[config.mk]
export PLATFORM = sky130hd
export DESIGN_NAME = tbba_front
export DESIGN_NICKNAME = d
export VERILOG_FILES = /design/src/rtl/tbba_pkg.sv /design/src/rtl/tbba_front.sv
export SDC_FILE = /design/constraint.sdc
export NUM_CORES = 1
export LEC_CHECK = 0
export ABC_AREA = 1
export ABC_CLOCK_PERIOD_IN_PS = 22100
export BUFFER_PORTS_ARGS = -buffer_cell sky130_fd_sc_hd__clkbuf_2
export CORE_AREA = 2 2 646 648
export DETAILED_ROUTE_END_ITERATION = 12
export DIE_AREA = 0 0 648 650
export MAX_ROUTING_LAYER = met4
export PLACE_DENSITY = 0.3
export SYNTH_ARGS = -nofsm -noshare
export SYNTH_HDL_FRONTEND = slang
export SYNTH_SLANG_ARGS = --single-unit
[constraint.sdc]
create_clock -name clock -period 22.1 [get_ports clock]
set_input_delay 2.21 -clock clock [delete_from_list [all_inputs] [get_ports clock]]
set_output_delay 2.21 -clock clock [all_outputs]
set_load 0.02 [all_outputs]
[src/rtl/tbba_pkg.sv]
// ----------------------------------------------------------------------------
// tbba_pkg: shared codes and sizes
// Action codes and array sizes shared by front end, back end and checker.
// ----------------------------------------------------------------------------
package tbba_pkg;

   localparam logic [1:0] ACT_LOAD    = 2'd0;
   localparam logic [1:0] ACT_START   = 2'd1;
   localparam logic [1:0] ACT_COMBINE = 2'd2;
   localparam logic [1:0] ACT_UNUSED  = 2'd3;

   localparam int NUM_AXES = 3;
   localparam int NUM_CORNERS = 8;

endpackage

[src/rtl/tbba_front.sv]
// ----------------------------------------------------------------------------
// tbba_front: item intake and corner generation
// Holds the transform, classifies each beat and forms the 8 saturated corners
// of a combine box. Hands one registered beat to the back end per item.
// ----------------------------------------------------------------------------
module tbba_front import tbba_pkg::*; #(
   parameter int WORD_BITS = 32
) (
   input  logic                        clock,
   input  logic                        reset,
   input  logic                        in_valid,
   input  logic [1:0]                  in_action,
   input  logic [1:0]                  in_row,
   input  logic signed [WORD_BITS-1:0] in_col [4],
   input  logic signed [WORD_BITS-1:0] in_a [NUM_AXES],
   input  logic signed [WORD_BITS-1:0] in_b [NUM_AXES],
   input  logic                        out_ready,
   output logic                        out_valid,
   output logic [1:0]                  out_action,
   output logic signed [WORD_BITS-1:0] out_a [NUM_AXES],
   output logic signed [WORD_BITS-1:0] out_b [NUM_AXES],
   output logic signed [WORD_BITS-1:0] out_corner [NUM_CORNERS][NUM_AXES],
   output logic signed [WORD_BITS-1:0] out_mat [NUM_AXES][4]
);

   localparam logic signed [WORD_BITS:0] HI = {2'b00, {(WORD_BITS-1){1'b1}}};
   localparam logic signed [WORD_BITS:0] LO = {2'b11, {(WORD_BITS-1){1'b0}}};

   logic signed [WORD_BITS-1:0] mat_ff [NUM_AXES][4];
   logic                        valid_ff;
   logic [1:0]                  action_ff;
   logic signed [WORD_BITS-1:0] a_ff [NUM_AXES];
   logic signed [WORD_BITS-1:0] b_ff [NUM_AXES];
   logic signed [WORD_BITS-1:0] corner_ff [NUM_CORNERS][NUM_AXES];
   logic signed [WORD_BITS-1:0] corner_in [NUM_CORNERS][NUM_AXES];
   logic signed [WORD_BITS:0]   sum;
   logic                        take;

   assign take = in_valid && (!valid_ff || out_ready);

   always_comb begin
      for (int k = 0; k < NUM_CORNERS; k++) begin
         for (int i = 0; i < NUM_AXES; i++) begin
            if (((k >> i) & 1) != 0) begin
               sum = {in_a[i][WORD_BITS-1], in_a[i]} + {in_b[i][WORD_BITS-1], in_b[i]};
            end else begin
               sum = {in_a[i][WORD_BITS-1], in_a[i]} - {in_b[i][WORD_BITS-1], in_b[i]};
            end
            if (sum > HI) corner_in[k][i] = HI[WORD_BITS-1:0];
            else if (sum < LO) corner_in[k][i] = LO[WORD_BITS-1:0];
            else corner_in[k][i] = sum[WORD_BITS-1:0];
         end
      end
   end

   always_ff @(posedge clock) begin
      if (reset) begin
         valid_ff <= 1'b0;
         for (int r = 0; r < NUM_AXES; r++)
            for (int c = 0; c < 4; c++) mat_ff[r][c] <= '0;
      end else begin
         if (take) begin
            valid_ff  <= 1'b1;
            action_ff <= in_action;
            a_ff      <= in_a;
            b_ff      <= in_b;
            corner_ff <= corner_in;
            // transform updates at once; later combines see it in order
            if (in_action == ACT_LOAD && in_row < 2'd3) mat_ff[in_row] <= in_col;
         end else if (out_ready) begin
            valid_ff <= 1'b0;
         end
      end
   end

   assign out_valid  = valid_ff;
   assign out_action = action_ff;
   assign out_a      = a_ff;
   assign out_b      = b_ff;
   assign out_corner = corner_ff;
   assign out_mat    = mat_ff;

endmodule

* Word-level counts from Yosys, hierarchy flattened
Cells that the tools add are included.
** Word-level totals
- Register bits after elaboration :: 771
- Input port bits :: 328
- Output and inout port bits :: 1347
- Word-level logic and storage cells :: 69
** Operators by class
- $add $sub $neg :: 6
- Magnitude comparators :: 15
- Muxes and demuxes :: 11
- Bitwise operators :: 2
- Reduce and logical (&&, ||, !) cells :: 9
** Operators by type and width (count)
- bitwise mux 384 bit :: 1
- demux 128 bit (select 2 bit) :: 1
- > comparator 33 x 32 -> 1 bit, second input constant :: 6
- < comparator 33 x 32 -> 1 bit, second input constant :: 6
- 2-to-1 mux 32 bit :: 6
- 2-to-1 mux 128 bit :: 1
- adder 32 x 32 -> 33 bit :: 3
- subtractor 32 x 32 -> 33 bit :: 3
- AND reduction 2 bit :: 2
- greater-or-equal comparator 3 bit, second input constant :: 1
- logical AND 1 bit :: 3
- < comparator 3 x 1 -> 1 bit, second input constant :: 1
- NOT 2 -> 3 bit :: 1
- zero test 2 bit :: 1
- < comparator 2 bit, second input constant :: 1
- 2-to-1 mux 1 bit :: 2
- nonzero test 2 bit :: 1
- zero test 1 bit :: 1
- logical OR 1 bit :: 1
- NOT 1 bit :: 1

* Longest topological paths before layout
- Depth in word-level cells :: 6
- Depth in mapped cells :: 18
- Mapped depth without buffers :: 17

* Worst setup path before layout
No wires, ideal clock.
- Path kind :: in2reg
- Start point :: input port reset
- End point :: register a_ff, in the netlist out_a[0] (enable)
- Library setup time :: 1.142 ns
- Arrival time :: 18.584 ns
- Required time :: 20.958 ns
- Slack :: 2.374 ns
- Cell stages on the path :: 3
- Path buffers :: 2
- Path through :: clkbuf_1 -> clkbuf_1 -> nor2_1
** On the way
- Word-level cells in the longest chain between the ends :: 2
** RTL lines
- from (decl) :: RTL line tbba_front.sv:10 : input logic reset,
- NOT 1 bit (no line)
- AND reduction 2 bit (no line)
- to (signal assigned) :: RTL line tbba_front.sv:65 : a_ff <= in_a;
- to (decl) :: RTL line tbba_front.sv:32 : logic signed [WORD_BITS-1:0] a_ff [NUM_AXES];
Every way passes these cells.
A chain may end at the register's enable or synchronous reset.

* Worst setup path in the final report
- Start point :: input port out_ready
- End point :: register mat_ff, in the netlist out_mat[28]
** On the way
- Word-level cells in the longest chain between the ends :: 3
** RTL lines
- from (decl) :: RTL line tbba_front.sv:17 : input logic out_ready,
- logical OR 1 bit :: RTL line tbba_front.sv:39 : assign take = in_valid && (!valid_ff || out_ready);
- logical AND 1 bit :: RTL line tbba_front.sv:39
- AND reduction 2 bit (no line)
- to (signal, indexed assignment) :: RTL line tbba_front.sv:69 : if (in_action == ACT_LOAD && in_row < 2'd3) mat_ff[in_row] <= in_col;
- to (decl) :: RTL line tbba_front.sv:29 : logic signed [WORD_BITS-1:0] mat_ff [NUM_AXES][4];
Every way passes these cells.

==> out/qor.yml <==
worst_path_max_delay_cell: "nand3_4"
drtIter0Drc: 2228
worst-setup-path-type: "in2reg"
antenna_left: 0
ys_ff_latch: 771
routedWlPerCell_um: 21.1
synth_area_leaders: "edfxtp_1, nand2_1, dfxtp_1, buf_4, a21oi_1"
drt-vias-per-instance: 3.33
nFillCells: 47858
path_clk_slew_ps: 60
tightest_slew_ps: 1020
floorplan.io_pins: 1675
synth_nets: 6266
synth_area_leader_cell: "edfxtp_1"
ys_seq_area_share_pct: 43.5
p_sw_w: 0.00161
grt_pass1_wl_mm: 343
cp_top_family: "buffers and inverters"
rows: 237
htreeDepth: 3
cp_slowest_stage_delay_ps: 780
ys_top_cells_by_count: "nand2_1, buf_4, a21oi_1"
synth-edff-count: 386
reg2regPathDepth: 9
cts_tree: "yes"
powerDensity_nw_per_um2: 78.2
critPathBufInv: 5
die_x_um: 648
numClockSinks: 771
wl_met3_mm: 15.5
design_power_total_w: 0.00452
rsz0062_at_grt: "false"
cp_max_fo: 70
synth_async_sr_flop_share_pct: 0
antenna_found_initial: 39
ir_drop_uv: 66.9
die-area_um2: 421000
wl_mm: 260
fin_crit_ps: 5670
nNetsFinal: 7263
leakagePower_nw: 26.4
setup_viol: 0
dp_slack_ps: 15430
holdPathEnd: "out_mat[218]$_SDFFE_PP0P_"
drc: 0
die-height_um: 650
rr_endpoint: "out_mat[28]$_SDFFE_PP0P_"
cpMostUsedCell: "nand2_1"
ctsHoldBuffers: 0
core_um2: 415000
start_util_pct: 10.7
endpoint_kind: "register"
cts_buffers: 108
synthDistinctLibCells: 37
r2r-start: "out_valid$_SDFFE_PP0P_"
p_int_w: 0.00291
dp_hpwl_mm: 218
path_cells: "clkbuf_2 > inv_1 > nand2_1 > nand2_1 > a2111oi_2 > nand3_4 > buf_4 > inv_4 > buf_4 > nand2_1 > a21oi_1"
grt_usage_pct: 12.1
io_buffers: 1674
synthCells: 5740
num_vias: 41013
wl_met1_mm: 99.5
wl_met2_mm: 137
syn_to_final_growth_pct: 30.4
clk_path_buf_depth: 4
p_clk_share_pct: 39.3
status: "completed"
drive_gt1_share_pct: 28.4
synth_warnings: 0
required_ps: 22820
root_buffer: "clkbuf_16"
pwr-share-comb_pct: 23.1
min_from: "out_mat[218]$_SDFFE_PP0P_"
cp.arrival_ps: 6380
first_pass_iters: 6
ctsResizeCount: 0
clock_latency_ps: 880
fin_crit_sh_pct: 25.6
grt_remaining_overflow: 0
pwr-share-seq_pct: 37.6
finalHoldViolCount: 0
worst_hold_path_type: "reg2reg"
yosysTopAreaCellShare_pct: 26.1
synth_area_per_cell_um2: 7.73
synth_area_um2: 44400
worst_slack_ps: 16430
cap_violations: 0
postCtsSetupBuffers: 0
grt_pass1_vias: 40528
synthFlopType: "edfxtp_1"
grt_start_max_net_pins: 86
rrSetupSlack_ps: 17530
place_congestion: 0.883
synth.most_common_cell: "nand2_1"
highest_layer: "met4"
cp-start-kind: "input port"
switching_share_pct: 35.5
worstHoldPathCells: 2
fin_skew_ps: 128
slew_viol_final: 0
fmax_mhz: 176
slew_headroom_pct: 31.7
setup_tns_ps: 0
per-layer routing:
layer	up-vias	GRT usage (%)
li1	19507	-
met1	19744	12.8
met2	1469	22.3
met3	293	2.71
met4	0	3.31
met5	-	-
tightest hold or removal path, stage by stage, from the launching register on:
cell and delay (ps):
dfxtp_1 300, nand2_1 60, a21oi_1 50
logic make-up (layout without fill, tap and decap cells):
group / Yosys count / count (layout) / share of synthesized area (%)
compound gates: 655 / 655 / 7.86
simple gates: 2649 / 2649 / 23.5
fa+ha+maj: 198 / 198 / 5.69
buf+inv: 1350 / 2429 / 17.2
flops: 771 / 771 / 43.5
other cells: 0 / 13 / 0
xor+xnor: 117 / 117 / 2.31
power by group through the flow:
stage               logic, W  registers [W]  clock network (W)
global route         0.00115        0.00170            0.00190
global placement     0.00108        0.00173                  0
floorplan           0.000678        0.00175                  0
detailed placement   0.00107        0.00173                  0
finish               0.00105        0.00170            0.00178
CTS                  0.00107        0.00170            0.00185
cells in the final DEF, fill, tap and decap left out, drive strengths merged:
cell type / synthesis / routed
inv: 532 / 542
buf: 729 / 32
a21o: 6 / 6
edfxtp: 386 / 386
nor3: 32 / 32
o21ai: 26 / 26
a21oi: 558 / 558
nand3b: 13 / 13
and2: 5 / 5
clkinv: 0 / 31
clkbuf: 89 / 1813
nand3: 121 / 121
xnor2: 8 / 8
xor2: 109 / 109
diode: 0 / 13
nor2: 328 / 328
o21bai: 58 / 58
nor4: 7 / 7
ha: 192 / 192
dfxtp: 385 / 385
nand2: 2114 / 2114
bufinv: 0 / 8
fa: 6 / 6
a2111oi: 1 / 1
nand4: 27 / 27
o21a: 6 / 6
clkinvlp: 0 / 3
and3: 2 / 2
registers in the layout (all words and copies together), names as in the netlist:
register and count:
out_a 96, out_action 2, out_b 96, out_corner 192, out_mat 384, out_valid 1
per-stage QoR:
| stage | instances | hold WS (ps) | util, % | area (um^2) |
|---|---|---|---|---|
| global placement | 12124 | 453 | 13.1 | 54300 |
| detailed placement | 12124 | 458 | 13.1 | 54300 |
| finish | 12329 | 463 | 13.9 | 57800 |
| global route | 12328 | 476 | 13.9 | 57800 |
| floorplan | 5740 | 545 | - | 44400 |
| CTS | 12316 | 467 | 13.9 | 57800 |
final cells by class:
type	count	area [um^2]	area share, %
multi-input cells	3619	17500	30.2
diodes	13	32.5	0.0562
clock buffers	140	2970	5.14
clock inverters	52	553	0.956
well taps	5497	6880	11.9
inverters	532	2000	3.47
repair buffers	1705	8620	14.9
flip-flops and latches	771	19300	33.4
worst max path at each step:
| stage | start | end | cells past startpoint |
|---|---|---|---|
| 2_1_floorplan | reset | out_a[0]$_DFFE_PP_ | 3 |
| 3_3_place_gp | out_ready | out_mat[22]$_SDFFE_PP0P_ | 11 |
| 3_5_place_dp | out_ready | out_mat[28]$_SDFFE_PP0P_ | 11 |
| 6_report | out_ready | out_mat[28]$_SDFFE_PP0P_ | 11 |
| 4_1_cts | out_ready | out_mat[21]$_SDFFE_PP0P_ | 11 |
| 5_1_grt | out_ready | out_mat[23]$_SDFFE_PP0P_ | 11 |
Power figures use the tool's default switching activity.
